<file path="config.mk">
export PLATFORM = sky130hd
export DESIGN_NAME = barrier_gate_motor_controller
export DESIGN_NICKNAME = d
export VERILOG_FILES = /design/src/rtl/bgmc_pkg.sv /design/src/rtl/barrier_gate_motor_controller.sv /design/src/rtl/bgmc_div.sv /design/src/rtl/bgmc_dp.sv /design/src/rtl/bgmc_ctrl.sv
export SDC_FILE = /design/constraint.sdc
export NUM_CORES = 2
export LEC_CHECK = 0
export BUFFER_PORTS_ARGS = -buffer_cell sky130_fd_sc_hd__buf_2
export CAP_MARGIN = 20
export CORE_UTILIZATION = 40
export DETAILED_ROUTE_END_ITERATION = 8
export GPL_TIMING_DRIVEN = 0
export HOLD_SLACK_MARGIN = 0.08
export PLACE_DENSITY = 0.57
export SYNTH_ARGS = -nofsm -noshare
export SYNTH_HDL_FRONTEND = slang
export SYNTH_SLANG_ARGS = --single-unit
export TNS_END_PERCENT = 100
</file>
<file path="constraint.sdc">
create_clock -name clk -period 10.8 [get_ports clk]
set_input_delay 0 -clock clk [delete_from_list [all_inputs] [get_ports clk]]
set_output_delay 0 -clock clk [all_outputs]
set_load 0.02 [all_outputs]
</file>
<file path="src/rtl/bgmc_pkg.sv">
// Shared types, constants and helper functions of the barrier gate motor controller.
// Used by every module of the block; depends on nothing.
package bgmc_pkg;

    localparam int TIME_WIDTH = 16;
    localparam int EL_W       = TIME_WIDTH + 1;
    localparam int CFG_W      = 16;
    localparam int EFF_W      = (EL_W > CFG_W) ? EL_W : CFG_W;
    localparam int DIVD_W     = 2 * EFF_W;
    localparam int CNT_W      = $clog2(DIVD_W + 1);

    localparam logic [TIME_WIDTH-1:0] TIME_MAX    = '1;
    localparam logic [EL_W-1:0]       ELAPSED_MAX = '1;

    localparam logic [31:0] STUCK_MARGIN = 32'd2000;
    localparam logic [31:0] LEARN_LIMIT  = 32'd60000;
    localparam logic [31:0] MIN_REVERSE  = 32'd100;
    localparam logic [31:0] FULL_PCT     = 32'd100;

    localparam logic [2:0] M_IDLE    = 3'd0;
    localparam logic [2:0] M_OPENING = 3'd1;
    localparam logic [2:0] M_OPEN    = 3'd2;
    localparam logic [2:0] M_CLOSING = 3'd3;
    localparam logic [2:0] M_ERROR   = 3'd4;

    localparam logic [1:0] F_NONE        = 2'd0;
    localparam logic [1:0] F_BOTH_LIMITS = 2'd1;
    localparam logic [1:0] F_STUCK_OPEN  = 2'd2;
    localparam logic [1:0] F_STUCK_CLOSE = 2'd3;

    localparam logic [1:0] RLY_OFF  = 2'd0;
    localparam logic [1:0] RLY_UP   = 2'd1;
    localparam logic [1:0] RLY_DOWN = 2'd2;

    localparam logic [2:0] CFG_OPEN_TIME  = 3'd0;
    localparam logic [2:0] CFG_CLOSE_TIME = 3'd1;
    localparam logic [2:0] CFG_OPEN_HOLD  = 3'd2;
    localparam logic [2:0] CFG_LOOP_POL   = 3'd3;
    localparam logic [2:0] CFG_DEAD_TIME  = 3'd4;

    typedef struct packed {
        logic load;
        logic tick;
        logic mul_rev;
        logic mul_pos;
        logic div_start;
        logic apply;
        logic finish;
    } dp_cmd_t;

    typedef struct packed {
        logic need_rev;
        logic div_done;
    } dp_stat_t;

    function automatic logic [TIME_WIDTH-1:0] cap_time(input logic [31:0] t);
        logic [31:0] m;
        m = 32'(TIME_MAX);
        return (t > m) ? TIME_MAX : t[TIME_WIDTH-1:0];
    endfunction

    function automatic logic [EFF_W-1:0] eff_time(input logic [EL_W-1:0] learned,
                                                  input logic [CFG_W-1:0] cfg);
        logic [EFF_W-1:0] t;
        t = (learned != '0) ? EFF_W'(learned) : EFF_W'(cfg);
        return (t != '0) ? t : EFF_W'(1);
    endfunction

endpackage

</file>
<file path="src/rtl/barrier_gate_motor_controller.sv">
// Barrier gate motor controller top level: one request per 1 ms tick, one result each.
// Each tick runs a position divide, plus a reversal divide when a closing barrier is
// reversed (serial divider, 34 steps). A new request is taken only once the last is
// finished; the next is taken while a result waits downstream.
// Reset (rst_n, asynchronous, low): idle mode, relays off, default configuration loaded.
// Depends on bgmc_pkg, bgmc_ctrl, bgmc_dp and bgmc_div.
module barrier_gate_motor_controller (
    input  logic        clk,
    input  logic        rst_n,
    input  logic        s_axis_tvalid,
    output logic        s_axis_tready,
    input  logic [7:0]  s_axis_tdata,   // button_one, button_two, loop_pin, up_limit, down_limit, pad
    output logic        m_axis_tvalid,
    input  logic        m_axis_tready,
    output logic [63:0] m_axis_tdata,   // drive_up, drive_down, indicator, mode[3], fault[2],
                                        // position[7], hold_left_ms[16], learned_up_ms[16],
                                        // learned_down_ms[16], timed_finish
    input  logic        cfg_valid,
    output logic        cfg_ready,
    input  logic [2:0]  cfg_index,
    input  logic [15:0] cfg_data
);
    import bgmc_pkg::*;

    dp_cmd_t  cmd;
    dp_stat_t stat;

    assign cfg_ready = 1'b1;

    bgmc_ctrl u_ctrl (
        .clk       (clk),
        .rst_n     (rst_n),
        .in_valid  (s_axis_tvalid),
        .in_ready  (s_axis_tready),
        .out_valid (m_axis_tvalid),
        .out_ready (m_axis_tready),
        .stat      (stat),
        .cmd       (cmd)
    );

    bgmc_dp u_dp (
        .clk       (clk),
        .rst_n     (rst_n),
        .cmd       (cmd),
        .stat      (stat),
        .pins_in   (s_axis_tdata[4:0]),
        .cfg_we    (cfg_valid),
        .cfg_index (cfg_index),
        .cfg_data  (cfg_data),
        .out_data  (m_axis_tdata)
    );

endmodule

</file>
<file path="src/rtl/bgmc_div.sv">
// Restoring serial divider, one quotient bit per cycle.
// Depends on bgmc_pkg for its operand widths.
module bgmc_div (
    input  logic                         clk,
    input  logic                         rst_n,
    input  logic                         start,
    input  logic [bgmc_pkg::DIVD_W-1:0]  dividend,
    input  logic [bgmc_pkg::EFF_W-1:0]   divisor,
    output logic                         done,
    output logic [bgmc_pkg::DIVD_W-1:0]  quotient
);
    import bgmc_pkg::*;

    logic [EFF_W-1:0]  rem_reg, rem_next;
    logic [DIVD_W-1:0] quo_reg, quo_next;
    logic [CNT_W-1:0]  cnt_reg, cnt_next;
    logic              busy_reg, busy_next;
    logic              done_reg, done_next;
    logic [EFF_W:0]    trial;
    logic              fits;

    assign trial = {rem_reg, quo_reg[DIVD_W-1]};
    assign fits  = trial >= {1'b0, divisor};

    always_comb
    begin
        rem_next  = rem_reg;
        quo_next  = quo_reg;
        cnt_next  = cnt_reg;
        busy_next = busy_reg;
        done_next = done_reg;
        if (start)
        begin
            rem_next  = '0;
            quo_next  = dividend;
            cnt_next  = CNT_W'(DIVD_W);
            busy_next = 1'b1;
            done_next = 1'b0;
        end
        else if (busy_reg)
        begin
            rem_next = fits ? EFF_W'(trial - {1'b0, divisor}) : trial[EFF_W-1:0];
            quo_next = {quo_reg[DIVD_W-2:0], fits};
            cnt_next = cnt_reg - CNT_W'(1);
            if (cnt_reg == CNT_W'(1))
            begin
                busy_next = 1'b0;
                done_next = 1'b1;
            end
        end
    end

    always_ff @(posedge clk or negedge rst_n)
    begin
        if (!rst_n)
        begin
            busy_reg <= 1'b0;
            done_reg <= 1'b0;
            cnt_reg  <= '0;
        end
        else
        begin
            busy_reg <= busy_next;
            done_reg <= done_next;
            cnt_reg  <= cnt_next;
        end
    end

    always_ff @(posedge clk)
    begin
        rem_reg <= rem_next;
        quo_reg <= quo_next;
    end

    assign done     = done_reg;
    assign quotient = quo_reg;

endmodule

</file>
<file path="src/rtl/bgmc_dp.sv">
// Datapath: gate state, timers, relay interlock, configuration and result register.
// Depends on bgmc_pkg and bgmc_div.
module bgmc_dp (
    input  logic               clk,
    input  logic               rst_n,
    input  bgmc_pkg::dp_cmd_t  cmd,
    output bgmc_pkg::dp_stat_t stat,
    input  logic [4:0]         pins_in,
    input  logic               cfg_we,
    input  logic [2:0]         cfg_index,
    input  logic [15:0]        cfg_data,
    output logic [63:0]        out_data
);
    import bgmc_pkg::*;

    localparam int TW = TIME_WIDTH;

    logic [15:0]       open_t_reg, close_t_reg, hold_t_reg;
    logic              loop_pol_reg;
    logic [9:0]        dead_reg;

    logic [2:0]        mode_reg, mode_next;
    logic [TW-1:0]     tl_reg, tl_next, tp_reg, tp_next;
    logic              run_reg, run_next;
    logic [EL_W-1:0]   me_reg, me_next;
    logic [TW-1:0]     hl_reg, hl_next;
    logic [EL_W-1:0]   lu_reg, lu_next, ld_reg, ld_next;
    logic [1:0]        rs_reg, rs_next;
    logic              pend_reg, pend_next;
    logic [TW-1:0]     ss_reg, ss_next;
    logic              ind_reg, ind_next;
    logic              timed_reg, timed_next;
    logic [1:0]        fault_reg, fault_next;
    logic [4:0]        last_reg, last_next;
    logic              pv_reg, pv_next;
    logic [4:0]        pins_reg;
    logic [63:0]       out_reg, out_next;
    logic [DIVD_W-1:0] prod_reg;
    logic [EFF_W-1:0]  dsor_reg;
    logic [DIVD_W-1:0] quo;
    logic              div_done;

    logic [4:0]        chg;
    logic              la, req;
    logic [EFF_W-1:0]  up_t, dn_t, e_clip;

    assign chg   = pv_reg ? (pins_reg ^ last_reg) : 5'h1f;
    assign la    = (pins_reg[2] == loop_pol_reg);
    assign req   = (chg[0] && !pins_reg[0]) || (chg[1] && !pins_reg[1])
                   || (chg[2] && la && pins_reg[4]);
    assign up_t  = eff_time(lu_reg, open_t_reg);
    assign dn_t  = eff_time(ld_reg, close_t_reg);
    assign e_clip = (32'(me_reg) > 32'(dn_t)) ? dn_t : EFF_W'(me_reg);

    assign stat = {req && (mode_reg == M_CLOSING), div_done};

    bgmc_div u_div (
        .clk      (clk),
        .rst_n    (rst_n),
        .start    (cmd.div_start),
        .dividend (prod_reg),
        .divisor  (dsor_reg),
        .done     (div_done),
        .quotient (quo)
    );

    always_comb
    begin
        logic [2:0]       m;
        logic [TW-1:0]    tl, tp, hl, ss, hout;
        logic             run, pend, ind, timed, upc, dnc, up, dn;
        logic [EL_W-1:0]  me, lu, ld;
        logic [1:0]       rs, flt, want;
        logic [EFF_W-1:0] eo, rem, tgt;
        logic [6:0]       pos;
        logic             do_set;

        m = mode_reg; tl = tl_reg; tp = tp_reg; run = run_reg; me = me_reg;
        hl = hl_reg; lu = lu_reg; ld = ld_reg; rs = rs_reg; pend = pend_reg;
        ss = ss_reg; ind = ind_reg; timed = timed_reg; flt = fault_reg;
        up = pins_reg[3]; dn = pins_reg[4];
        upc = chg[3]; dnc = chg[4];
        hout = '0; pos = '0; want = RLY_OFF; do_set = 1'b0;
        eo = quo[EFF_W-1:0]; rem = up_t - eo; tgt = '0;
        last_next = last_reg; pv_next = pv_reg; out_next = out_reg;

        if (cmd.tick)
        begin
            if (ss < TIME_MAX) ss = ss + TW'(1);
            if (me < ELAPSED_MAX) me = me + EL_W'(1);
            if (hl != '0) hl = hl - TW'(1);
            if (run)
            begin
                if (tl != '0) tl = tl - TW'(1);
                if (tl == '0)
                begin
                    run = 1'b0;
                    flt = F_NONE;
                    case (m)
                        M_OPENING:
                        begin
                            m = M_OPEN;
                            hl = cap_time(32'(hold_t_reg));
                            rs = RLY_OFF; pend = 1'b0;
                            tp = cap_time(32'(hold_t_reg));
                            tl = (tp != '0) ? tp : TW'(1); run = 1'b1;
                            timed = 1'b1;
                        end
                        M_OPEN:
                        begin
                            if (!la)
                            begin
                                m = M_CLOSING;
                                do_set = 1'b1; want = RLY_DOWN;
                                me = '0; timed = 1'b0;
                                tp = cap_time(32'(close_t_reg));
                                tl = (tp != '0) ? tp : TW'(1); run = 1'b1;
                            end
                            else
                            begin
                                hl = cap_time(32'(hold_t_reg));
                                tl = (tp != '0) ? tp : TW'(1); run = 1'b1;
                            end
                        end
                        M_CLOSING:
                        begin
                            m = M_IDLE;
                            rs = RLY_OFF; pend = 1'b0;
                            timed = 1'b1;
                        end
                        default: ;
                    endcase
                end
            end
            if (do_set && rs != want)
            begin
                if (rs != RLY_OFF)
                begin
                    if (32'(ss) >= 32'(dead_reg)) begin rs = RLY_OFF; ss = '0; end
                    pend = 1'b1;
                end
                else
                begin
                    rs = want; ss = '0; pend = 1'b0;
                end
            end
            if (pend && 32'(ss) >= 32'(dead_reg))
            begin
                if (m == M_OPENING && !rs[0])
                begin
                    if (rs[1]) begin rs = RLY_OFF; ss = '0; end
                    else begin rs = RLY_UP; pend = 1'b0; end
                end
                else if (m == M_CLOSING && !rs[1])
                begin
                    if (rs[0]) begin rs = RLY_OFF; ss = '0; end
                    else begin rs = RLY_DOWN; pend = 1'b0; end
                end
                else
                begin
                    pend = 1'b0;
                end
            end
        end

        if (cmd.apply)
        begin
            if (req)
            begin
                flt = F_NONE;
                if (m != M_ERROR && m != M_OPENING)
                begin
                    hl = cap_time(32'(hold_t_reg));
                    if (m == M_OPEN)
                    begin
                        tl = (tp != '0) ? tp : TW'(1); run = 1'b1;
                    end
                    else
                    begin
                        if (m == M_CLOSING)
                        begin
                            me = EL_W'(eo);
                            tgt = (32'(rem) < MIN_REVERSE) ? EFF_W'(MIN_REVERSE) : rem;
                        end
                        else
                        begin
                            me = '0;
                            tgt = up_t;
                        end
                        tp = cap_time(32'(tgt));
                        tl = (tp != '0) ? tp : TW'(1); run = 1'b1;
                        m = M_OPENING;
                        timed = 1'b0;
                        if (rs != RLY_UP)
                        begin
                            if (rs != RLY_OFF)
                            begin
                                if (32'(ss) >= 32'(dead_reg)) begin rs = RLY_OFF; ss = '0; end
                                pend = 1'b1;
                            end
                            else
                            begin
                                rs = RLY_UP; ss = '0; pend = 1'b0;
                            end
                        end
                    end
                end
            end
            if (chg[2] && !la)
            begin
                hl = cap_time(32'(hold_t_reg));
                tl = (tp != '0) ? tp : TW'(1); run = 1'b1;
            end
            if ((upc || dnc) && m == M_ERROR)
            begin
                upc = 1'b1; dnc = 1'b1;
            end
            if (upc)
            begin
                if (!up && dn)
                begin
                    ind = 1'b1; flt = F_NONE;
                    if (m != M_CLOSING)
                    begin
                        if (me != '0 && 32'(me) < LEARN_LIMIT) lu = me;
                        m = M_OPEN;
                        hl = cap_time(32'(hold_t_reg));
                        rs = RLY_OFF; pend = 1'b0;
                        tp = cap_time(32'(hold_t_reg));
                        tl = (tp != '0) ? tp : TW'(1); run = 1'b1;
                    end
                end
                if (!up && !dn)
                begin
                    flt = F_BOTH_LIMITS; rs = RLY_OFF; pend = 1'b0; run = 1'b0; m = M_ERROR;
                end
            end
            if (dnc)
            begin
                if (!dn && up)
                begin
                    ind = 1'b0; flt = F_NONE;
                    if (m == M_CLOSING)
                    begin
                        if (me != '0 && 32'(me) < LEARN_LIMIT) ld = me;
                        m = M_IDLE; rs = RLY_OFF; pend = 1'b0; run = 1'b0;
                    end
                    else if (m != M_OPENING)
                    begin
                        m = M_IDLE; rs = RLY_OFF; pend = 1'b0;
                    end
                end
                if (!up && !dn)
                begin
                    flt = F_BOTH_LIMITS; rs = RLY_OFF; pend = 1'b0; run = 1'b0; m = M_ERROR;
                end
            end
            last_next = pins_reg;
            pv_next   = 1'b1;
        end

        if (cmd.finish)
        begin
            case (m)
                M_OPEN:    pos = 7'(FULL_PCT);
                M_OPENING: pos = (32'(quo) > FULL_PCT) ? 7'(FULL_PCT) : quo[6:0];
                M_CLOSING: pos = (32'(quo) > FULL_PCT) ? 7'd0 : 7'(FULL_PCT) - quo[6:0];
                default:   pos = '0;
            endcase
            if (flt == F_NONE)
            begin
                if (m == M_OPEN && !la)
                begin
                    hout = hl;
                end
                else if (m == M_OPENING && up
                         && 32'(me) > 32'(open_t_reg) + STUCK_MARGIN)
                begin
                    flt = F_STUCK_OPEN; rs = RLY_OFF; pend = 1'b0; run = 1'b0; m = M_ERROR;
                end
                else if (m == M_CLOSING && dn && !la
                         && 32'(me) > 32'(close_t_reg) + STUCK_MARGIN)
                begin
                    flt = F_STUCK_CLOSE; rs = RLY_OFF; pend = 1'b0; run = 1'b0; m = M_ERROR;
                end
            end
            out_next = {timed, 16'(ld), 16'(lu), 16'(hout), pos, flt, m, ind, rs[1], rs[0]};
        end

        mode_next = m; tl_next = tl; tp_next = tp; run_next = run; me_next = me;
        hl_next = hl; lu_next = lu; ld_next = ld; rs_next = rs; pend_next = pend;
        ss_next = ss; ind_next = ind; timed_next = timed; fault_next = flt;
    end

    always_ff @(posedge clk or negedge rst_n)
    begin
        if (!rst_n)
        begin
            open_t_reg   <= 16'd5000;
            close_t_reg  <= 16'd5000;
            hold_t_reg   <= 16'd10000;
            loop_pol_reg <= 1'b0;
            dead_reg     <= 10'd50;
            mode_reg     <= M_IDLE;
            tl_reg       <= '0;
            tp_reg       <= cap_time(32'd5000);
            run_reg      <= 1'b0;
            me_reg       <= '0;
            hl_reg       <= '0;
            lu_reg       <= '0;
            ld_reg       <= '0;
            rs_reg       <= RLY_OFF;
            pend_reg     <= 1'b0;
            ss_reg       <= TIME_MAX;
            ind_reg      <= 1'b0;
            timed_reg    <= 1'b0;
            fault_reg    <= F_NONE;
            last_reg     <= '0;
            pv_reg       <= 1'b0;
        end
        else
        begin
            if (cfg_we)
            begin
                case (cfg_index)
                    CFG_OPEN_TIME:  open_t_reg   <= cfg_data;
                    CFG_CLOSE_TIME: close_t_reg  <= cfg_data;
                    CFG_OPEN_HOLD:  hold_t_reg   <= cfg_data;
                    CFG_LOOP_POL:   loop_pol_reg <= cfg_data[0];
                    CFG_DEAD_TIME:  dead_reg     <= cfg_data[9:0];
                    default: ;
                endcase
            end
            mode_reg  <= mode_next;
            tl_reg    <= tl_next;
            tp_reg    <= tp_next;
            run_reg   <= run_next;
            me_reg    <= me_next;
            hl_reg    <= hl_next;
            lu_reg    <= lu_next;
            ld_reg    <= ld_next;
            rs_reg    <= rs_next;
            pend_reg  <= pend_next;
            ss_reg    <= ss_next;
            ind_reg   <= ind_next;
            timed_reg <= timed_next;
            fault_reg <= fault_next;
            last_reg  <= last_next;
            pv_reg    <= pv_next;
        end
    end

    always_ff @(posedge clk)
    begin
        if (cmd.load)
            pins_reg <= pins_in;
        if (cmd.mul_rev)
        begin
            prod_reg <= DIVD_W'(e_clip) * DIVD_W'(up_t);
            dsor_reg <= dn_t;
        end
        else if (cmd.mul_pos)
        begin
            prod_reg <= DIVD_W'(me_reg) * DIVD_W'(FULL_PCT);
            dsor_reg <= (mode_reg == M_OPENING) ? up_t : dn_t;
        end
        out_reg <= out_next;
    end

    assign out_data = out_reg;

endmodule

</file>
<file path="src/rtl/bgmc_ctrl.sv">
// Sequencer for one tick: update, optional reversal divide, apply, position divide, result.
// Depends on bgmc_pkg.
module bgmc_ctrl (
    input  logic               clk,
    input  logic               rst_n,
    input  logic               in_valid,
    output logic               in_ready,
    output logic               out_valid,
    input  logic               out_ready,
    input  bgmc_pkg::dp_stat_t stat,
    output bgmc_pkg::dp_cmd_t  cmd
);
    import bgmc_pkg::*;

    typedef enum logic [9:0] {
        S_IDLE   = 10'b0000000001,
        S_TICK   = 10'b0000000010,
        S_RMUL   = 10'b0000000100,
        S_RSTART = 10'b0000001000,
        S_RWAIT  = 10'b0000010000,
        S_APPLY  = 10'b0000100000,
        S_PMUL   = 10'b0001000000,
        S_PSTART = 10'b0010000000,
        S_PWAIT  = 10'b0100000000,
        S_FINISH = 10'b1000000000
    } state_t;

    state_t state_reg, state_next;
    logic   ov_reg, ov_next;
    logic   room;

    assign room = !ov_reg || out_ready;

    always_comb
    begin
        cmd.load      = (state_reg == S_IDLE) && in_valid;
        cmd.tick      = (state_reg == S_TICK);
        cmd.mul_rev   = (state_reg == S_RMUL);
        cmd.mul_pos   = (state_reg == S_PMUL);
        cmd.div_start = (state_reg == S_RSTART) || (state_reg == S_PSTART);
        cmd.apply     = (state_reg == S_APPLY);
        cmd.finish    = (state_reg == S_FINISH) && room;
    end

    always_comb
    begin
        state_next = state_reg;
        case (state_reg)
            S_IDLE:   if (in_valid) state_next = S_TICK;
            S_TICK:   state_next = S_RMUL;
            S_RMUL:   state_next = stat.need_rev ? S_RSTART : S_APPLY;
            S_RSTART: state_next = S_RWAIT;
            S_RWAIT:  if (stat.div_done) state_next = S_APPLY;
            S_APPLY:  state_next = S_PMUL;
            S_PMUL:   state_next = S_PSTART;
            S_PSTART: state_next = S_PWAIT;
            S_PWAIT:  if (stat.div_done) state_next = S_FINISH;
            S_FINISH: if (room) state_next = S_IDLE;
            default:  state_next = S_IDLE;
        endcase
        ov_next = cmd.finish ? 1'b1 : (out_ready ? 1'b0 : ov_reg);
    end

    always_ff @(posedge clk or negedge rst_n)
    begin
        if (!rst_n)
        begin
            state_reg <= S_IDLE;
            ov_reg    <= 1'b0;
        end
        else
        begin
            state_reg <= state_next;
            ov_reg    <= ov_next;
        end
    end

    assign in_ready  = (state_reg == S_IDLE);
    assign out_valid = ov_reg;

`ifndef SYNTHESIS
    a_onehot: assert property (@(posedge clk) disable iff (!rst_n) $onehot(state_reg))
        else $error("state register not one-hot");
    a_accept_tick: assert property (@(posedge clk) disable iff (!rst_n)
        (in_valid && in_ready) |=> (state_reg == S_TICK))
        else $error("accepted request not followed by tick update");
    a_finish_valid: assert property (@(posedge clk) disable iff (!rst_n)
        cmd.finish |=> out_valid)
        else $error("finished request not presented");
    a_no_overwrite: assert property (@(posedge clk) disable iff (!rst_n)
        cmd.finish |-> (!ov_reg || out_ready))
        else $error("result overwritten before taken");
`endif

endmodule

</file>
==> key figures <==
Status
  • Status: finished with violations
  • Violated checks: DRC

Detailed routing
  • Total Wirelength: 136 mm
  • Drt wl/cell: 24.8 um
  • DR iter-0 viols: 3683
  • Vias/cell: 5.90
  • Final ANT Viol Nets: 0
  • TritonRoute pass-1 iters: 9
  • # DRC: 4
  • DR vias: 32500

Critical path
  • Worst Path Arrival: 10750 ps
  • Crit end category: flop
  • Bufs and invs on worst path: 9
  • Family with the most delay on the worst path: adder cells
  • Worst EP required: 11110 ps
  • Crit-path slowest cell: fa_1
  • Critical Path Max Stage Delay: 570 ps
  • CP Class: flop to flop
  • CP startpoint kind: flop
  • Crit Path Max Fanout: 7

Flow run
  • Max-cap viol count: 0

Clock network
  • Clock tree sinks: 381
  • CTS Buf Count: 47
  • Root buffer cell: clkbuf_16
  • Clk_lat worst skew: 630 ps
  • Htree depth: 2
  • Clock Tree Buf Depth: 3
  • CTS clk-pin slew, worst paths: 60 ps
  • CTS tree: built

Finish
  • Syn-to-layout area delta: 16.3%
  • Multi-input gate area: 0.0237 mm2
  • Sequential cell area: 0.0103 mm2
  • Net count, final: 4857
  • Fin cells: 5504
  • Fillcell total: 8575
  • Max reg flops: 64
  • Ratio of cells with drive above 1 in the final layout: 12.7%
  • Finished Core Util: 47.0%

Die
  • Core ar.: 0.0882 mm2
  • Rows: 109
  • I/O pin count: 99
  • Die span in x: 300 um
  • Die Y: 300 um
  • Initial core utilization: 40.4%
  • Die ar.: 0.0902 mm2

Logic synthesis
  • Dominant synthesized flop cell: dfrtp_1
  • Cell variety after synth: 101
  • Sequential area share after synthesis: 28.8%
  • Ranking of synthesized cells by area: fa_1 (13%), edfxtp_1 (13%), dfrtp_1 (12%)
  • Yosys top cell by area: fa_1
  • Mapped Avg Cell Area: 8.85 um2
  • Synth Register Bits: 381
  • List of most frequent post-synthesis cells: nand2_1 (534), inv_1 (438), ha_1 (289)
  • Cells after Synth: 4025
  • Count leader, synth: nand2_1
  • Synth warn: 0
  • Syn nets: 4584
  • Post-synth EDFFs: 154
  • Post-synth ARST share: 55.1%
  • Yosys top cell area share: 13.4%
  • Cell Area, Synth: 0.0356 mm2

Global routing
  • Pin count of the biggest net entering global routing: 113
  • Vias in the first global route: 30300
  • Overflow left after global routing: 0
  • Global-route wire length before repair: 199 mm
  • GRT Util Overall: 29.6%
  • Initial antenna violation count: 10

Power
  • PD cells: 222 mW/mm2
  • Total power: 9.20 mW
  • VDD IR-drop max: 0.000146 V
  • Static leakage: 18.4 nW

Timing
  • TNS Setup: 0 ps
  • Period utilization: 96.6%
  • Final setup violation count: 0
  • Final critical-path required period: 10440 ps
  • Max-slew violation count: 0
  • Max Freq: 0.0958 GHz
  • Post-route clock skew: 39.7 ps
  • RSZ-0062 raised after global routing: yes
  • Slew margin rel.: 14.0%
  • Slew of the pin with the lowest slew margin: 1280 ps
  • Final Hold Fails: 0

Place
  • Final HPWL DP: 106 mm
  • RePlAce Congestion: 1.02
  • Total placed cells including tap cells: 5306
  • IO Port Bufs: 94

Min path
  • Worst hold path type: primary input to flop
timing repair:
| item | in CTS | in global routing |
|---|---|---|
| resized for setup | 104 | 89 |
| pin swaps | 9 | 62 |
| gates cloned | 1 | 0 |
| endpoints found under the hold margin | 193 | 0 |
| endpoints found under the setup margin | 40 | 32 |
| buffers inserted | 15 | 53 |
| hold buffers | 37 | 0 |
final cells by class:
cell class,instances,area share [%]
Inverter,447,4.05
Clock buffer,58,3.04
Sequential cell,381,24.8
Timing Repair Buffer,227,4.38
Tap cell,1165,3.52
Buffer,165,1.92
Antenna cell,2,0.0121
Multi-Input combinational cell,3029,57.2
Clock inverter,30,1.06
worst paths after layout:
kind	depth (start not counted)	start	slack (ps)	end
max	45	u_dp.ld_reg[10]$_DFF_PN0_	360	u_dp.prod_reg[33]$_SDFFCE_PN0P_
min	2	s_axis_tdata[2]	120	u_dp.pins_reg[2]$_DFFE_PP_
max reg2reg	45	u_dp.ld_reg[10]$_DFF_PN0_	360	u_dp.prod_reg[33]$_SDFFCE_PN0P_
min reg2reg	2	u_dp.last_reg[1]$_DFFE_PN0N_	480	u_dp.last_reg[1]$_DFFE_PN0N_
max in group asynchronous	4	rst_n	9320	u_dp.lu_reg[7]$_DFF_PN0_
min in group asynchronous	3	rst_n	530	u_ctrl.state_reg[1]$_DFFE_PN0P_
logic make-up (layout without fill, tap and decap cells):
logic type / after synthesis / count (layout) / share of synthesized area (%)
mux: 134 / 134 / 4.25
flops: 381 / 381 / 28.8
compound gates: 904 / 904 / 16.0
buf+inv: 615 / 927 / 6.62
simple gates: 1343 / 1343 / 17.8
xor+xnor: 120 / 120 / 2.95
fa+ha+maj: 527 / 527 / 23.5
other cells: 1 / 3 / 0.0105
where the power goes:
group / leakage, nW / switching [mW] / internal, mW
sequential: 4.15 / 0.351 / 1.81
combinational: 13.5 / 3.35 / 1.93
clock: 0.808 / 0.718 / 1.04
total: 18.4 / 4.42 / 4.78
cell usage in the layout, fill, tap and decap left out, types with 39 or more instances in the layout:
cell type  count
nor2_1       281
clkbuf_16     48
buf_2        106
nor2b_1       39
dfstp_2       40
nand2_1      532
ha_1         279
a21oi_1      231
nor3_1        93
xor2_1        45
xnor2_1       75
a21o_1        40
buf_4         66
and2_1        53
o21ai_0      264
nand3_1       68
edfxtp_1     154
clkbuf_1     134
mux2_2        52
fa_1         233
dfrtp_1      164
inv_1        437
nand4_1       42
layer usage:
layer | up-vias | part of all wire, % | global-route usage, %
met5 | - | 0.017 | 0
met4 | 4 | 3.8 | 10.2
met3 | 291 | 11 | 7.20
met2 | 1700 | 42 | 43.3
met1 | 15900 | 43 | 42.5
li1 | 14500 | - | -
per-stage QoR:
step                      area [um2]  hold WS, ps  worst slack [ps]
after floorplan                35600         -296              66.5
after global placement         37600          180             -2670
after detailed placement       37900         98.4             -2620
after CTS                      40500          103             -13.6
after global routing           41400          133              -162
final                          41400          118               363
No activity file was read; power rests on OpenSTA's default activity.
